$ cat src/sv/dtg_pkg.sv
// ----------------------------------------------------------------------------
// dtg_pkg
// Shared constants, keypad grid, key decode and cosine table entry function.
// ----------------------------------------------------------------------------
`default_nettype none

package dtg_pkg;

  localparam int DEF_SAMPLE_RATE     = 8000;
  localparam int DEF_PHASE_BITS      = 16;
  localparam int DEF_TABLE_ADDR_BITS = 8;

  localparam int KEY_W    = 8;
  localparam int SAMPLE_W = 8;
  localparam int AMP_W    = 8;

  localparam logic [63:0] ROW_HZ [4] = '{64'd697, 64'd770, 64'd852, 64'd941};
  localparam logic [63:0] COL_HZ [4] = '{64'd1209, 64'd1336, 64'd1477, 64'd1633};

  localparam logic [KEY_W-1:0] GRID [16] = '{
    8'h31, 8'h32, 8'h33, 8'h41,
    8'h34, 8'h35, 8'h36, 8'h42,
    8'h37, 8'h38, 8'h39, 8'h43,
    8'h2A, 8'h30, 8'h23, 8'h44
  };

  localparam logic [SAMPLE_W-1:0] MIDSCALE = 8'd128;

  typedef struct packed {
    logic       hit;
    logic [1:0] row;
    logic [1:0] col;
  } key_hit_t;

  typedef struct packed {
    logic valid;
    logic hit;
  } stage_t;

  function automatic key_hit_t key_lookup(input logic [KEY_W-1:0] key);
    key_hit_t res;
    res = '0;
    for (int i = 15; i >= 0; i--) begin
      if (GRID[i] == key) begin
        res.hit = 1'b1;
        res.row = 2'(i >> 2);
        res.col = 2'(i & 3);
      end
    end
    return res;
  endfunction

  // sin(pi/2*u), u and result in Q30
  function automatic logic [63:0] quarter_sine(input logic [63:0] u);
    logic [63:0] u2;
    logic [63:0] h;
    u2 = (u * u) >> 30;
    h  = 64'd172272;
    h  = 64'd5026996    - ((u2 * h) >> 30);
    h  = 64'd85569305   - ((u2 * h) >> 30);
    h  = 64'd693598669  - ((u2 * h) >> 30);
    h  = 64'd1686629713 - ((u2 * h) >> 30);
    return (u * h) >> 30;
  endfunction

  // round(64*cos(2*pi*k/2^abits)), evaluated at elaboration only
  function automatic logic signed [AMP_W-1:0] cos_entry(input int k, input int abits);
    logic [31:0] t;
    logic [1:0]  quad;
    logic [63:0] r;
    logic [63:0] mag;
    logic [63:0] m;
    t    = 32'(k) << (16 - abits);
    quad = t[15:14];
    r    = {34'd0, t[13:0], 16'd0};
    if (quad == 2'd0 || quad == 2'd2) begin
      mag = quarter_sine(64'd1073741824 - r);
    end else begin
      mag = quarter_sine(r);
    end
    m = (mag + 64'd8388608) >> 24;
    if (m > 64'd64) begin
      m = 64'd64;
    end
    if (quad == 2'd1 || quad == 2'd2) begin
      return -AMP_W'(m);
    end
    return AMP_W'(m);
  endfunction

endpackage

`default_nettype wire

$ cat src/sv/dtg_phase.sv
// ----------------------------------------------------------------------------
// dtg_phase
// Key decode and the two phase accumulators; forms the cosine table addresses.
// ----------------------------------------------------------------------------
`default_nettype none

module dtg_phase #(
  parameter int SAMPLE_RATE     = dtg_pkg::DEF_SAMPLE_RATE,
  parameter int PHASE_BITS      = dtg_pkg::DEF_PHASE_BITS,
  parameter int TABLE_ADDR_BITS = dtg_pkg::DEF_TABLE_ADDR_BITS
) (
  input  wire logic                          clk_i,
  input  wire logic                          rst_ni,
  input  wire logic                          fire_i,
  input  wire logic [dtg_pkg::KEY_W-1:0]     key_i,
  input  wire logic                          restart_i,
  output      logic                          hit_o,
  output      logic [TABLE_ADDR_BITS-1:0]    row_addr_o,
  output      logic [TABLE_ADDR_BITS-1:0]    col_addr_o
);
  import dtg_pkg::*;

  localparam logic [63:0] HALF = 64'(SAMPLE_RATE / 2);
  localparam logic [63:0] RATE = 64'(SAMPLE_RATE);

  localparam logic [PHASE_BITS-1:0] ROW_INC [4] = '{
    PHASE_BITS'(((ROW_HZ[0] << PHASE_BITS) + HALF) / RATE),
    PHASE_BITS'(((ROW_HZ[1] << PHASE_BITS) + HALF) / RATE),
    PHASE_BITS'(((ROW_HZ[2] << PHASE_BITS) + HALF) / RATE),
    PHASE_BITS'(((ROW_HZ[3] << PHASE_BITS) + HALF) / RATE)
  };
  localparam logic [PHASE_BITS-1:0] COL_INC [4] = '{
    PHASE_BITS'(((COL_HZ[0] << PHASE_BITS) + HALF) / RATE),
    PHASE_BITS'(((COL_HZ[1] << PHASE_BITS) + HALF) / RATE),
    PHASE_BITS'(((COL_HZ[2] << PHASE_BITS) + HALF) / RATE),
    PHASE_BITS'(((COL_HZ[3] << PHASE_BITS) + HALF) / RATE)
  };

  logic [PHASE_BITS-1:0] row_phase_q, row_phase_d, row_base;
  logic [PHASE_BITS-1:0] col_phase_q, col_phase_d, col_base;
  key_hit_t              dec;

  always_comb begin
    dec      = key_lookup(key_i);
    row_base = restart_i ? '0 : row_phase_q;
    col_base = restart_i ? '0 : col_phase_q;
    row_phase_d = row_base + (dec.hit ? ROW_INC[dec.row] : '0);
    col_phase_d = col_base + (dec.hit ? COL_INC[dec.col] : '0);
  end

  assign hit_o      = dec.hit;
  assign row_addr_o = row_base[PHASE_BITS-1 -: TABLE_ADDR_BITS];
  assign col_addr_o = col_base[PHASE_BITS-1 -: TABLE_ADDR_BITS];

  always_ff @(posedge clk_i or negedge rst_ni) begin
    if (!rst_ni) begin
      row_phase_q <= '0;
      col_phase_q <= '0;
    end else if (fire_i) begin
      row_phase_q <= row_phase_d;
      col_phase_q <= col_phase_d;
    end
  end

endmodule

`default_nettype wire

$ cat src/sv/dtg_cos_rom.sv
// ----------------------------------------------------------------------------
// dtg_cos_rom
// Shared cosine table, two read ports with registered data.
// ----------------------------------------------------------------------------
`default_nettype none

module dtg_cos_rom #(
  parameter int TABLE_ADDR_BITS = dtg_pkg::DEF_TABLE_ADDR_BITS
) (
  input  wire logic                              clk_i,
  input  wire logic                              en_i,
  input  wire logic [TABLE_ADDR_BITS-1:0]        addr_a_i,
  input  wire logic [TABLE_ADDR_BITS-1:0]        addr_b_i,
  output      logic signed [dtg_pkg::AMP_W-1:0]  data_a_o,
  output      logic signed [dtg_pkg::AMP_W-1:0]  data_b_o
);
  import dtg_pkg::*;

  localparam int DEPTH = 1 << TABLE_ADDR_BITS;

  logic signed [AMP_W-1:0] rom [DEPTH];
  logic signed [AMP_W-1:0] data_a_q, data_b_q;

  for (genvar k = 0; k < DEPTH; k++) begin : g_rom
    localparam logic signed [AMP_W-1:0] VAL = cos_entry(k, TABLE_ADDR_BITS);
    assign rom[k] = VAL;
  end

  always_ff @(posedge clk_i) begin
    if (en_i) begin
      data_a_q <= rom[addr_a_i];
      data_b_q <= rom[addr_b_i];
    end
  end

  assign data_a_o = data_a_q;
  assign data_b_o = data_b_q;

endmodule

`default_nettype wire

$ cat src/sv/dtg_mix.sv
// ----------------------------------------------------------------------------
// dtg_mix
// Table read stage control, tone sum with saturation and output register.
// ----------------------------------------------------------------------------
`default_nettype none

module dtg_mix (
  input  wire logic                                clk_i,
  input  wire logic                                rst_ni,
  input  wire logic                                fire_i,
  input  wire logic                                hit_i,
  output      logic                                in_ready_o,
  input  wire logic signed [dtg_pkg::AMP_W-1:0]    row_amp_i,
  input  wire logic signed [dtg_pkg::AMP_W-1:0]    col_amp_i,
  output      logic                                m_tvalid_o,
  input  wire logic                                m_tready_i,
  output      logic [dtg_pkg::SAMPLE_W-1:0]        sample_o,
  output      logic                                key_valid_o
);
  import dtg_pkg::*;

  stage_t                 s1_q, s1_d;
  logic                   out_valid_q, out_valid_d;
  logic [SAMPLE_W-1:0]    sample_q, sample_d;
  logic                   kv_q, kv_d;
  logic                   out_free, s1_adv;
  logic signed [9:0]      sum;
  logic [SAMPLE_W-1:0]    sat_sample;

  assign sum = 10'sd128 + 10'(row_amp_i) + 10'(col_amp_i);

  dtg_sat u_sat (
    .sum_i   (sum),
    .sample_o(sat_sample)
  );

  always_comb begin
    out_free = !out_valid_q || m_tready_i;
    s1_adv   = s1_q.valid && out_free;
    in_ready_o = !s1_q.valid || out_free;

    s1_d = s1_q;
    if (fire_i) begin
      s1_d.valid = 1'b1;
      s1_d.hit   = hit_i;
    end else if (s1_adv) begin
      s1_d.valid = 1'b0;
    end

    out_valid_d = out_valid_q;
    sample_d    = sample_q;
    kv_d        = kv_q;
    if (s1_adv) begin
      out_valid_d = 1'b1;
      kv_d        = s1_q.hit;
      if (!s1_q.hit) begin
        sample_d = MIDSCALE;
      end else begin
        sample_d = sat_sample;
      end
    end else if (m_tready_i) begin
      out_valid_d = 1'b0;
    end
  end

  always_ff @(posedge clk_i or negedge rst_ni) begin
    if (!rst_ni) begin
      s1_q        <= '0;
      out_valid_q <= 1'b0;
    end else begin
      s1_q        <= s1_d;
      out_valid_q <= out_valid_d;
    end
  end

  always_ff @(posedge clk_i) begin
    sample_q <= sample_d;
    kv_q     <= kv_d;
  end

  assign m_tvalid_o  = out_valid_q;
  assign sample_o    = sample_q;
  assign key_valid_o = kv_q;

endmodule

`default_nettype wire

$ cat src/sv/dtg_mix_top_note.sv
// ----------------------------------------------------------------------------
// dtg_sat
// Saturating clamp of a tone sum to the unsigned sample range.
// ----------------------------------------------------------------------------
`default_nettype none

module dtg_sat (
  input  wire logic signed [9:0]                 sum_i,
  output      logic [dtg_pkg::SAMPLE_W-1:0]      sample_o
);
  import dtg_pkg::*;

  always_comb begin
    if (sum_i < 10'sd0) begin
      sample_o = '0;
    end else if (sum_i > 10'sd255) begin
      sample_o = 8'd255;
    end else begin
      sample_o = sum_i[SAMPLE_W-1:0];
    end
  end

endmodule

`default_nettype wire

$ cat src/sv/dtmf_tone_generator_unit.sv
// ----------------------------------------------------------------------------
// dtmf_tone_generator_unit
// DTMF dual tone generator, one 8-bit audio sample per input word.
// ----------------------------------------------------------------------------
// Input stream: one word per sample tick; tdata carries the ASCII key,
// tuser the restart flag (clears both tone phases before this sample).
// Output stream: one word per input word, in order; tdata is the unsigned
// sample (midscale 128), tuser is high when the key is in the keypad grid.
// An unknown key gives 128 with tuser low; only a restart changes the phases.
// Pipeline: the table read is registered at the accept edge, then the sum
// enters the mix register, which raises tvalid, once that one is free.
// Throughput: one word per cycle while the receiver takes the output; the
// phase accumulators update at accept; the cosine table read is registered.
// Reset clears both phases and empties the pipeline.
// When the receiver stalls, the output register and the table stage hold;
// the input keeps accepting until both are full.
// ----------------------------------------------------------------------------
`default_nettype none

module dtmf_tone_generator_unit #(
  parameter int SAMPLE_RATE     = dtg_pkg::DEF_SAMPLE_RATE,
  parameter int PHASE_BITS      = dtg_pkg::DEF_PHASE_BITS,
  parameter int TABLE_ADDR_BITS = dtg_pkg::DEF_TABLE_ADDR_BITS
) (
  input  wire logic       clk_i,
  input  wire logic       rst_ni,
  input  wire logic       s_axis_tvalid_i,
  output      logic       s_axis_tready_o,
  input  wire logic [7:0] s_axis_tdata_i,   // [7:0] key_code
  input  wire logic       s_axis_tuser_i,   // [0] restart
  output      logic       m_axis_tvalid_o,
  input  wire logic       m_axis_tready_i,
  output      logic [7:0] m_axis_tdata_o,   // [7:0] sample_out
  output      logic       m_axis_tuser_o    // [0] key_valid
);
  import dtg_pkg::*;

  logic                          fire;
  logic                          hit;
  logic [TABLE_ADDR_BITS-1:0]    row_addr, col_addr;
  logic signed [AMP_W-1:0]       row_amp, col_amp;
  logic [SAMPLE_W-1:0]           sample;

  assign fire = s_axis_tvalid_i && s_axis_tready_o;

  dtg_phase #(
    .SAMPLE_RATE    (SAMPLE_RATE),
    .PHASE_BITS     (PHASE_BITS),
    .TABLE_ADDR_BITS(TABLE_ADDR_BITS)
  ) u_phase (
    .clk_i     (clk_i),
    .rst_ni    (rst_ni),
    .fire_i    (fire),
    .key_i     (s_axis_tdata_i),
    .restart_i (s_axis_tuser_i),
    .hit_o     (hit),
    .row_addr_o(row_addr),
    .col_addr_o(col_addr)
  );

  dtg_cos_rom #(
    .TABLE_ADDR_BITS(TABLE_ADDR_BITS)
  ) u_rom (
    .clk_i   (clk_i),
    .en_i    (fire),
    .addr_a_i(row_addr),
    .addr_b_i(col_addr),
    .data_a_o(row_amp),
    .data_b_o(col_amp)
  );

  dtg_mix u_mix (
    .clk_i      (clk_i),
    .rst_ni     (rst_ni),
    .fire_i     (fire),
    .hit_i      (hit),
    .in_ready_o (s_axis_tready_o),
    .row_amp_i  (row_amp),
    .col_amp_i  (col_amp),
    .m_tvalid_o (m_axis_tvalid_o),
    .m_tready_i (m_axis_tready_i),
    .sample_o   (sample),
    .key_valid_o(m_axis_tuser_o)
  );

  assign m_axis_tdata_o = sample;

endmodule

`default_nettype wire

$ cat config.mk
export PLATFORM = sky130hd
export DESIGN_NAME = dtmf_tone_generator_unit
export DESIGN_NICKNAME = d
export VERILOG_FILES = /design/src/sv/dtg_pkg.sv /design/src/sv/dtg_phase.sv /design/src/sv/dtg_cos_rom.sv /design/src/sv/dtg_mix.sv /design/src/sv/dtg_mix_top_note.sv /design/src/sv/dtmf_tone_generator_unit.sv
export SDC_FILE = /design/constraint.sdc
export NUM_CORES = 1
export LEC_CHECK = 0
export ABC_AREA = 1
export BUFFER_PORTS_ARGS = -buffer_cell sky130_fd_sc_hd__buf_4
export CAP_MARGIN = 20
export CORE_MARGIN = 8
export CORE_UTILIZATION = 30
export CTS_CLUSTER_SIZE = 10
export DETAILED_ROUTE_END_ITERATION = 8
export GPL_TIMING_DRIVEN = 1
export HOLD_SLACK_MARGIN = 0.12
export PLACE_DENSITY = 0.55
export SETUP_SLACK_MARGIN = 0.02
export SLEW_MARGIN = 40
export SYNTH_ARGS = -nofsm -noshare
export SYNTH_HDL_FRONTEND = slang
export SYNTH_SLANG_ARGS = --single-unit
export TNS_END_PERCENT = 10
$ cat constraint.sdc
create_clock -name clk_i -period 2.6 [get_ports clk_i]
set_input_delay 0.13 -clock clk_i [delete_from_list [all_inputs] [get_ports clk_i]]
set_output_delay 0.13 -clock clk_i [all_outputs]
set_load 0.02 [all_outputs]
Word-level counts from Yosys, hierarchy flattened. Memories as Yosys holds them, arrays and structs flattened. A register that Yosys moved wholly into a read port is not among the register bits. Cells that the tools add are included.

Register bits: 44. Bits in latches: 0. Memory bits (writable): 0. ROM bits: 4096. Input bits: 13. Output and inout port bits: 11. Logic and storage cells: 80. Memories: 2.

Add/subtract/negate cells: 4. Multipliers: 0. Div/mod/pow operators: 0. Order comparisons: 4. Eq/ne operators: 16. Shift-type cells: 0. Mux-type cells: 32. Bitwise logic cells: 5. Reductions and logical operators: 9.

Memory list: (no name shown) (depth 256, bits a word 8, read ports 1, clocked after memory_dff 1, wr ports 0, RTL line dtg_cos_rom.sv:31) `data_a_q <= rom[addr_a_i];`; (no name shown) (depth 256, bits a word 8, read ports 1, clocked after memory_dff 1, wr ports 0, RTL line dtg_cos_rom.sv:32) `data_b_q <= rom[addr_b_i];`.

Operators by type and width (count): $mux 16 (8); $eq 6x8->1 const A (12); $mux 5 (16); $bmux 16 s2 (2); $add 16x16->16 (2); $eq 7x8->1 const A (4); $not 8->9 (2); $mux 8 (2); $add 10x8->10 (1); $add 9x8->10 const A (1); $gt 10x9->1 const B (1); $lt 10x1->1 const B (1); $ge 3x3->1 const B (2); $not 2->3 (2); $mux 1 (4); $reduce_bool 2->1 (2); $logic_and 1x1->1 (2); $logic_not 1->1 (2); $logic_or 1x1->1 (2); $reduce_or 2->1 (1); $not 1->1 (1).

Depth between registers and ports, before layout. Gate-level depths: netlist of run 1.

Word-level depth: 23. Depth in mapped cells: 23. Mapped depth without buffers: 23.

By module. Synthesis of run 1 repeated with hierarchy kept, for this count alone.

Cells, all modules: 1281. Area, all modules: 7787.5 sq um.

By module, submodules not included: dtg_cos_rom (times used 1, cells an instance 638, area an instance 3420.8 sq um, seq. area each 480.5 sq um); dtg_phase (times used 1, cells an instance 504, area an instance 3334.4 sq um, seq. area each 800.8 sq um); dtg_mix (times used 1, cells an instance 119, area an instance 952.2 sq um, seq. area each 345.3 sq um); dtg_sat (times used 1, cells an instance 18, area an instance 72.6 sq um, seq. area each 0.0 sq um); dtmf_tone_generator_unit (times used 1, cells an instance 2, area an instance 7.5 sq um, seq. area each 0.0 sq um).

Worst setup path after synthesis of run 1. No wires, ideal clock.

Kind: input-to-reg. From: input port s_axis_tdata_i[4]. To: register u_phase.row_phase_q[13]. Setup time: 0.117 ns. Data arrival time: 2.908 ns. Data required time: 2.483 ns. Path slack: -0.424 ns. Cell stages on the path: 20. Buffers on the path: 0. Cell sequence: nand2_1 inv_2 nand2_4 nor2_1 nor2_4 nand2_4 nor2_4 nand2_8 inv_1 nor2_1 or2_2 ha_1 a21oi_1 nor2_1 nor2_1 nor3_1 a2111oi_0 o21ai_4 nand3_1 nand2_1.

Elaborated cells on any way between the ends: 38. Classes of those cells: add/sub: 1; eq/ne: 16; mux: 20; bitwise: 1.

RTL lines: start: declaration (RTL line dtmf_tone_generator_unit.sv:29) `input wire logic [7:0] s_axis_tdata_i,`; $eq 7x8->1 (RTL line dtg_pkg.sv:44) `if (GRID[i] == key) begin`; $mux 5 (15 in series) (RTL line dtg_pkg.sv:44); $mux 5 * (RTL line dtg_pkg.sv:44); net hit (RTL line dtmf_tone_generator_unit.sv:39) `logic hit;`; $mux 16 * (RTL line dtg_phase.sv:47) `row_phase_d = row_base + (dec.hit ? ROW_INC[dec.row] : '0);`; $add 16x16->16 * (RTL line dtg_phase.sv:47); end signal: assignment (RTL line dtg_phase.sv:60) `row_phase_q <= row_phase_d;`; end: declaration (RTL line dtg_phase.sv:39) `logic [PHASE_BITS-1:0] row_phase_q, row_phase_d, row_base;`.

The timed path passes the listed nets; every way through them passes the cells marked *. The select of a mux whose other input is x is not followed. A chain may end at the register's enable or synchronous reset.

Worst setup path in the final report of run 1.
From: register u_rom.data_b_q[1] (netlist: u_rom.data_b_o[1]). To: register u_mix.sample_q[6] (netlist: u_mix.sample_o[6]), data pin.

Cells in the longest elaborated chain, start to end: 3. Elaborated cells on any way between the ends: 5. Classes of those cells: add/sub: 1; order compare: 2; mux: 1; reduce/logical: 1.

RTL lines: start: declaration (RTL line dtg_cos_rom.sv:22) `logic signed [AMP_W-1:0] data_a_q, data_b_q;`; $add 10x8->10 * (RTL line dtg_mix.sv:30) `assign sum = 10'sd128 + 10'(row_amp_i) + 10'(col_amp_i);`; $gt 10x9->1 / $lt 10x1->1 (equally long branches) (RTL line dtg_mix_top_note.sv:16, dtg_mix_top_note.sv:14); $mux 8 / $reduce_or 2->1 (equally long branches); end signal: assignment (RTL line dtg_mix.sv:77) `sample_q <= sample_d;`; end: declaration (RTL line dtg_mix.sv:24) `logic [SAMPLE_W-1:0] sample_q, sample_d;`.

Every way passes the cells marked *; elsewhere a longest branch is shown, timed or not.

==> insert_results.sql, run 1 <==
INSERT INTO impl_metrics (metric_group, metric, value, unit) VALUES
('setup_path', 'critPathKind', 'reg -> reg', ''),
('cells_and_area', 'design.final.nets', '1407', ''),
('sta', 'timing.final.hold_violations', '0', ''),
('synthesis', 'synthesis.instances', '1174', ''),
('floorplanning', 'core_region_area', '24400', 'µm²'),
('pwr', 'ir_worst_vdd', '277', 'µV'),
('pwr', 'p_leak', '4.74', 'nW'),
('synthesis', 'yosysMostFrequentCell', 'sky130_fd_sc_hd__nand2_1', ''),
('synthesis', 'yosysTopAreaCell', 'sky130_fd_sc_hd__nand2_1', ''),
('cells_and_area', 'area_delta_synth_final', '30.0', '%'),
('synthesis', 'netlist_area', '7450', 'µm²'),
('sta', 'fmax', '384', 'MHz'),
('outcome', 'failed_checks', 'setup timing', ''),
('setup_path', 'reg2reg_to', 'u_mix.sample_o[6]$_SDFFCE_PP0P_', ''),
('route', 'postRouteAntennaNets', '0', ''),
('min_path', 'timing.hold.worst.class', 'in -> async', ''),
('synthesis', 'mappedNetlistNets', '1251', ''),
('cts', 'clk_pin_slew_worst_paths', '0.06', 'ns'),
('floorplanning', 'effective_utilization_at_floorplan', '0.306', ''),
('setup_path', 'worstSetupStartpointType', 'flip-flop', ''),
('synthesis', 'ys.warnings.count', '0', ''),
('cts', 'clock_buffer_depth', '2', ''),
('placement', 'area_post_placement', '9110', 'µm²'),
('cts', 'clock_sink_count', '60', ''),
('pwr', 'powerDensity', '449', 'nW/µm²'),
('setup_path', 'regToRegStartpoint', 'u_rom.data_b_o[1]$_DFFE_PP_', ''),
('cts', 'cts_inserted_buffers', '9', ''),
('route', 'routed-via-count', '8481', ''),
('cts', 'cts_tree', 'yes', ''),
('global_route', 'global_route.overflow_total', '0', ''),
('cts', 'cts_root_buf', 'sky130_fd_sc_hd__clkbuf_16', ''),
('route', 'first_pass_iters', '5', ''),
('setup_path', 'r2r_setup_slack', '-0.002', 'ns'),
('synthesis', 'async_set_reset_flop_share_out_of_synthesis', '0.583', ''),
('setup_path', 'crit_start', 'u_rom.data_b_o[1]$_DFFE_PP_', ''),
('synthesis', 'synth-seq-area-share', '0.218', ''),
('global_route', 'global_route.usage.total', '0.164', ''),
('floorplanning', 'die_w', '174', 'µm'),
('sta', 'tightest_slew', '0.528', 'ns'),
('floorplanning', 'die_area', '30100', 'µm²'),
('cells_and_area', 'antenna_diode_instance_count', '0', ''),
('global_route', 'grt_max_degree', '36', ''),
('outcome', 'status', 'complete, but fails checks', ''),
('global_route', 'grt_pass1_vias', '8414', ''),
('setup_path', 'end_kind', 'flip-flop', ''),
('sta', 'finalSetupViolations', '1', ''),
('placement', 'gpl.final_weighted_congestion', '0.937', ''),
('route', 'detail_route.iter0.violations', '673', ''),
('setup_path', 'cp_data_arrival_time', '2.79', 'ns'),
('route', 'wl', '24600', 'µm'),
('sta', 'min_period_over_period', '1.00', ''),
('placement', 'io_buffer_count', '23', ''),
('floorplanning', 'ioPinCount', '24', ''),
('synthesis', 'synth.cells.most_frequent', 'sky130_fd_sc_hd__nand2_1, sky130_fd_sc_hd__nor2_1, sky130_fd_sc_hd__inv_1', ''),
('synthesis', 'synth_edf_count', '25', ''),
('floorplanning', 'placement_rows', '57', ''),
('cts', 'cts_max_level', '3', ''),
('placement', 'dp_hpwl', '19000', 'µm'),
('route', 'detail_route.vias_per_cell', '5.11', ''),
('route', 'detail_route.wl_per_cell', '14.8', 'µm'),
('global_route', 'grt_first_pass_wirelength', '41500', 'µm'),
('global_route', 'antenna_found_initial', '0', ''),
('sta', 'worst_slack', '-0.00221', 'ns'),
('cts', 'clock_insertion_delay_worst_skew', '0.34', 'ns'),
('sta', 'report.final.slew_viol_count', '0', ''),
('setup_path', 'maximum_fanout_encountered_on_the_critical_timing_path', '5', ''),
('synthesis', 'synth_cell_types', '59', ''),
('sta', 'fin_tns_setup', '-0.00221', 'ns'),
('cells_and_area', 'final_design_area_no_fill', '9690', 'µm²'),
('job', 'drv.max_cap_violation_count', '0', ''),
('sta', 'relSlewSlack', '0.644', '');
## critical path: stages, from the launching register on
cell                       delay (ns)
sky130_fd_sc_hd__edfxtp_1        0.41
sky130_fd_sc_hd__ha_4            0.30
sky130_fd_sc_hd__ha_4            0.12
sky130_fd_sc_hd__inv_2           0.03
sky130_fd_sc_hd__fa_2            0.34
sky130_fd_sc_hd__o21ai_2         0.14
sky130_fd_sc_hd__a21oi_1         0.08
sky130_fd_sc_hd__o21bai_1        0.17
sky130_fd_sc_hd__nand2_1         0.07
sky130_fd_sc_hd__nand2_1         0.06
sky130_fd_sc_hd__nand2_1         0.04
sky130_fd_sc_hd__nand2_1         0.07
sky130_fd_sc_hd__xor2_1          0.19
sky130_fd_sc_hd__inv_1           0.11
sky130_fd_sc_hd__nor2_4          0.16
sky130_fd_sc_hd__inv_4           0.06
sky130_fd_sc_hd__a21oi_1         0.12
## final cells by class
type / count / area, µm²
fillers: 2581 / 14700
repair buffers: 178 / 1340
clock buffers: 9 / 225
flip-flops and latches: 60 / 1630
multi-input cells: 905 / 5280
well taps: 324 / 405
inverters: 176 / 668
clock inverters: 7 / 146
## sequential cells by signal (all words and copies together) (netlist names)
| signal | flops |
|---|---|
| u_phase.col_phase_q | 16 |
| u_mix.key_valid_o | 1 |
| u_rom.data_b_o | 8 |
| u_phase.row_phase_q | 16 |
| u_mix.m_tvalid_o | 1 |
| u_mix.sample_o | 8 |
| u_rom.data_a_o | 8 |
| u_mix.s1_q | 2 |
## cells in the final DEF, fill, tap and decap left out, drive strengths merged, types with 14 or more instances in the layout
master / netlist / routed
dfrtp: 35 / 35
buf: 14 / 176
nand4: 14 / 14
nor2: 176 / 176
inv: 175 / 177
nand3: 80 / 80
a21oi: 63 / 63
nor3: 15 / 15
o211ai: 23 / 23
edfxtp: 25 / 25
ha: 62 / 62
nand2: 275 / 275
o21ai: 93 / 93
## kinds of logic after synthesis
kind of cell | count (synthesis) | synth area share
buf+inv | 209 | 0.108
xor+xnor | 19 | 0.0223
simple gates | 577 | 0.341
fa+ha+maj | 64 | 0.109
flops | 60 | 0.218
compound gates | 245 | 0.201
## layer usage
metal	track usage	routed length [µm]
met5	0	0
met3	0.0281	1650
met2	0.273	11400
met1	0.207	10800
met4	0.0638	721
## report_power, final
| part | switching, mW | leakage (nW) | internal, mW |
|---|---|---|---|
| Clock | 0.495 | 0.181 | 1.04 |
| Combinational | 0.993 | 3.84 | 0.655 |
| Sequential | 0.0565 | 0.717 | 1.11 |
| Total | 1.54 | 4.74 | 2.81 |
## how the worst max path moves through the flow
stage | slack (ns) | cells after the start | end
finish | -0.002 | 16 | u_mix.sample_o[6]$_SDFFCE_PP0P_
global route | -0.22 | 16 | u_mix.sample_o[5]$_SDFFCE_PP0P_
CTS | -0.04 | 16 | u_mix.sample_o[4]$_SDFFCE_PP0P_
detailed placement | -0.34 | 20 | u_phase.row_phase_q[13]$_DFFE_PN0P_
global placement | -0.30 | 19 | u_phase.row_phase_q[13]$_DFFE_PN0P_
floorplan | -0.04 | 20 | u_phase.row_phase_q[13]$_DFFE_PN0P_
## metrics by stage
stage	total power, mW	setup WS [ns]	std cells	hold slack [ns]
2_1_floorplan	2.11	-0.0376	1174	-0.166
3_3_place_gp	2.73	-0.302	1639	0.148
3_5_place_dp	2.73	-0.337	1639	0.150
4_1_cts	4.32	-0.0438	1658	0.313
5_1_grt	4.62	-0.223	1659	0.343
6_report	4.35	-0.00221	1659	0.305
## repair_timing
item / in CTS / in global routing
resized for setup: 6 / 33
pin swaps: 4 / 16
endpoints found under the hold margin: 36 / 0
setup endpoints to repair: 8 / 29
hold buffers: 2 / 0
gates cloned: 0 / 0
setup buffers: 1 / 1
Note: power is estimated with default switching activity, not from simulation.
==> run 2, diff against run 1 <==
--- a/config.mk
+++ b/config.mk
@@ -15,6 +15,7 @@
 export GPL_TIMING_DRIVEN = 1
 export HOLD_SLACK_MARGIN = 0.12
 export PLACE_DENSITY = 0.55
+export RECOVER_POWER = 50
 export SETUP_SLACK_MARGIN = 0.02
 export SLEW_MARGIN = 40
 export SYNTH_ARGS = -nofsm -noshare
==> run 2 against run 1 <==
  * The flow still finishes with violations (setup timing)
  * Maximum frequency fell by 0.10%
  * Clock power about the same
  * Sequential share of layout area grew 0.087 points
  * Via count hardly changed
  * Combinational power is essentially flat
  * Utilization fell by 0.21 points
  * Setup slack worse by 0.0027 ns
  * Register-to-register slack is essentially flat
  * Count of clock-buffer cells in the layout is the same
  * Cell area down 0.52%
  * Die area unchanged
  * Largest cell class unchanged
==> insert_results.sql, run 2 (synthesized netlist as in run 1, its figures left out) <==
INSERT INTO impl_metrics (metric_group, metric, value, unit) VALUES
('pwr', 'seq_power_share', '0.269', ''),
('setup_path', 'worstSetupStartpointType', 'flip-flop', ''),
('route', 'wl', '24600', 'µm'),
('outcome', 'status', 'complete, but fails checks', ''),
('cells_and_area', 'nFillCells', '2579', ''),
('sta', 'fmax', '384', 'MHz'),
('route', 'first_pass_iters', '5', ''),
('cells_and_area', 'multi_input_comb_area', '5270', 'µm²'),
('placement', 'io_buffer_count', '23', ''),
('route', 'routed-via-count', '8475', ''),
('route', 'detail_route.vias_per_cell', '5.11', ''),
('cells_and_area', 'sequential_cell_area', '1630', 'µm²'),
('pwr', 'share_clk_of_total_power', '0.355', ''),
('min_path', 'holdPathStages', '4', ''),
('cts', 'clock_buffer_depth', '2', ''),
('placement', 'dp_hpwl', '19000', 'µm'),
('floorplanning', 'die_w', '174', 'µm'),
('sta', 'timing.final.hold_violations', '0', ''),
('setup_path', 'cp_data_arrival_time', '2.80', 'ns'),
('floorplanning', 'core_region_area', '24400', 'µm²'),
('sta', 'relSlewSlack', '0.316', ''),
('global_route', 'grt_pass1_vias', '8414', ''),
('setup_path', 'critPathKind', 'reg -> reg', ''),
('sta', 'fin_tns_setup', '-0.00492', 'ns'),
('cts', 'cts_max_level', '3', ''),
('pwr', 'swShare', '0.356', ''),
('cells_and_area', 'design.final.nets', '1407', ''),
('setup_path', 'critPathRequiredTime', '2.79', 'ns'),
('pwr', 'net-switching-power', '1.54', 'mW'),
('sta', 'finalSetupViolations', '1', ''),
('sta', 'final.hold.worst_slack', '0.443', 'ns'),
('setup_path', 'worst-r2r-cell-count', '16', ''),
('pwr', 'combinational_fraction_of_design_power', '0.377', ''),
('cells_and_area', 'share_of_post_route_cells_with_drive_strength_above_1', '0.210', ''),
('placement', 'gpl.final_weighted_congestion', '0.937', ''),
('outcome', 'failed_checks', 'setup timing', ''),
('setup_path', 'end_kind', 'flip-flop', ''),
('sta', 'report.final.slew_viol_count', '0', ''),
('min_path', 'timing.hold.worst.class', 'in -> reg', ''),
('cts', 'cts_inserted_buffers', '9', ''),
('cts', 'cts_tree', 'yes', ''),
('global_route', 'global_route.usage.total', '0.164', ''),
('pwr', 'p_leak', '4.70', 'nW'),
('cts', 'cts_root_buf', 'sky130_fd_sc_hd__clkbuf_16', ''),
('route', 'detail_route.iter0.violations', '673', ''),
('cells_and_area', 'final_design_area_no_fill', '9640', 'µm²'),
('cells_and_area', 'mostFrequentLayoutCells', 'sky130_fd_sc_hd__nand2_1, sky130_fd_sc_hd__buf_4, sky130_fd_sc_hd__inv_1', ''),
('sta', 'grt_setup_unrepaired', 'true', ''),
('pwr', 'intPower', '2.79', 'mW'),
('cells_and_area', 'finish.utilization', '0.395', ''),
('placement', 'area_post_placement', '9110', 'µm²'),
('pwr', 'power', '4.33', 'mW'),
('cells_and_area', 'area_delta_synth_final', '29.3', '%'),
('sta', 'min_period', '2.60', 'ns'),
('sta', 'worst_clock_skew', '0.00945', 'ns'),
('route', 'postRouteAntennaNets', '0', ''),
('pwr', 'ir_worst_vdd', '276', 'µV'),
('cts', 'clock_sink_count', '60', ''),
('floorplanning', 'placement_rows', '57', ''),
('route', 'detail_route.wl_per_cell', '14.8', 'µm'),
('job', 'drv.max_cap_violation_count', '0', ''),
('floorplanning', 'effective_utilization_at_floorplan', '0.306', ''),
('route', 'drcViolationCount', '0', ''),
('global_route', 'global_route.overflow_total', '0', ''),
('global_route', 'grt_first_pass_wirelength', '41500', 'µm'),
('sta', 'min_period_over_period', '1.00', ''),
('floorplanning', 'die_area', '30100', 'µm²'),
('cells_and_area', 'antenna_diode_instance_count', '0', ''),
('global_route', 'grt_max_degree', '36', ''),
('cells_and_area', 'reg.largest.list', 'u_phase.col_phase_q (16), u_phase.row_phase_q (16)', ''),
('sta', 'worst_slack', '-0.00492', 'ns'),
('cts', 'clk_pin_slew_worst_paths', '0.06', 'ns'),
('floorplanning', 'die_h', '174', 'µm'),
('cells_and_area', 'layout.cells.most_common', 'sky130_fd_sc_hd__nand2_1', ''),
('cts', 'clock_insertion_delay_worst_skew', '0.34', 'ns'),
('global_route', 'antenna_found_initial', '0', ''),
('floorplanning', 'ioPinCount', '24', ''),
('pwr', 'powerDensity', '449', 'nW/µm²'),
('setup_path', 'maximum_fanout_encountered_on_the_critical_timing_path', '5', ''),
('sta', 'tightest_slew', '1.03', 'ns');
## run 2: cell count changes in the layout (fill, tap and decap cells not counted)
cell	delta
sky130_fd_sc_hd__a21oi_1	+1
sky130_fd_sc_hd__a21oi_2	-1
sky130_fd_sc_hd__buf_4	-14
sky130_fd_sc_hd__clkbuf_1	+11
sky130_fd_sc_hd__clkbuf_4	+1
sky130_fd_sc_hd__clkbuf_2	+2
## run 2: final timing paths
kind                       slack [ns]                                from                                  to
setup / recovery               -0.005         u_rom.data_b_o[1]$_DFFE_PP_     u_mix.sample_o[6]$_SDFFCE_PP0P_
min in group asynchronous        0.50                              rst_ni  u_phase.col_phase_q[6]$_DFFE_PN0P_
hold reg to reg                  0.48  u_phase.col_phase_q[9]$_DFFE_PN0P_  u_phase.col_phase_q[9]$_DFFE_PN0P_
hold / removal                   0.44                     s_axis_tvalid_i  u_phase.row_phase_q[8]$_DFFE_PN0P_
max in group asynchronous        1.46                              rst_ni           u_mix.s1_q[1]$_DFFE_PN0P_
setup reg to reg               -0.005         u_rom.data_b_o[1]$_DFFE_PP_     u_mix.sample_o[6]$_SDFFCE_PP0P_
## run 2: cell type report
cell class,instances,share of cell area
clock inverter,7,0.0152
inverter,176,0.0693
clock buffer,9,0.0234
multi-input combinational,905,0.547
sequential,60,0.169
tap,324,0.0421
timing repair buffer,178,0.134
## run 2: metal layers
layer	part of all wire	routed length (µm)	global-route usage	vias up
li1	-	-	-	4235
met2	0.46	11400	0.273	310
met1	0.44	10800	0.207	3865
met5	0	0	0	-
met4	0.029	714	0.0638	0
met3	0.068	1680	0.0281	65
## run 2: worst max-delay path, stage by stage (launching register included)
cell,delay [ns]
sky130_fd_sc_hd__edfxtp_1,0.41
sky130_fd_sc_hd__ha_4,0.30
sky130_fd_sc_hd__ha_4,0.12
sky130_fd_sc_hd__inv_2,0.03
sky130_fd_sc_hd__fa_2,0.34
sky130_fd_sc_hd__o21ai_2,0.14
sky130_fd_sc_hd__a21oi_1,0.08
sky130_fd_sc_hd__o21bai_1,0.17
sky130_fd_sc_hd__nand2_1,0.07
sky130_fd_sc_hd__nand2_1,0.06
sky130_fd_sc_hd__nand2_1,0.04
sky130_fd_sc_hd__nand2_1,0.07
sky130_fd_sc_hd__xor2_1,0.19
sky130_fd_sc_hd__inv_1,0.11
sky130_fd_sc_hd__nor2_4,0.16
sky130_fd_sc_hd__inv_4,0.07
sky130_fd_sc_hd__a21oi_1,0.12
## run 2: timing repair
| item | 4_1_cts | 5_1_grt |
|---|---|---|
| cloned | 0 | 0 |
| pin swaps | 4 | 16 |
| hold buffers | 2 | 0 |
| buffers inserted | 1 | 1 |
| endpoints found under the setup margin | 8 | 29 |
| resized for setup | 6 | 33 |
| hold endpoints to repair | 36 | 0 |
## run 2: power groups by stage
stage	Sequential, mW	Clock (mW)	Combinational, mW
finish	1.16	1.54	1.63
global route	1.17	1.61	1.82
CTS	1.16	1.58	1.58
detailed placement	1.18	0	1.55
global placement	1.18	0	1.56
floorplan	1.19	0	0.926
## run 2: stage by stage
step,setup slack [ns],instances
6_report,-0.00492,1659
4_1_cts,-0.0438,1658
3_5_place_dp,-0.337,1639
3_3_place_gp,-0.302,1639
5_1_grt,-0.223,1659
2_1_floorplan,-0.0376,1174
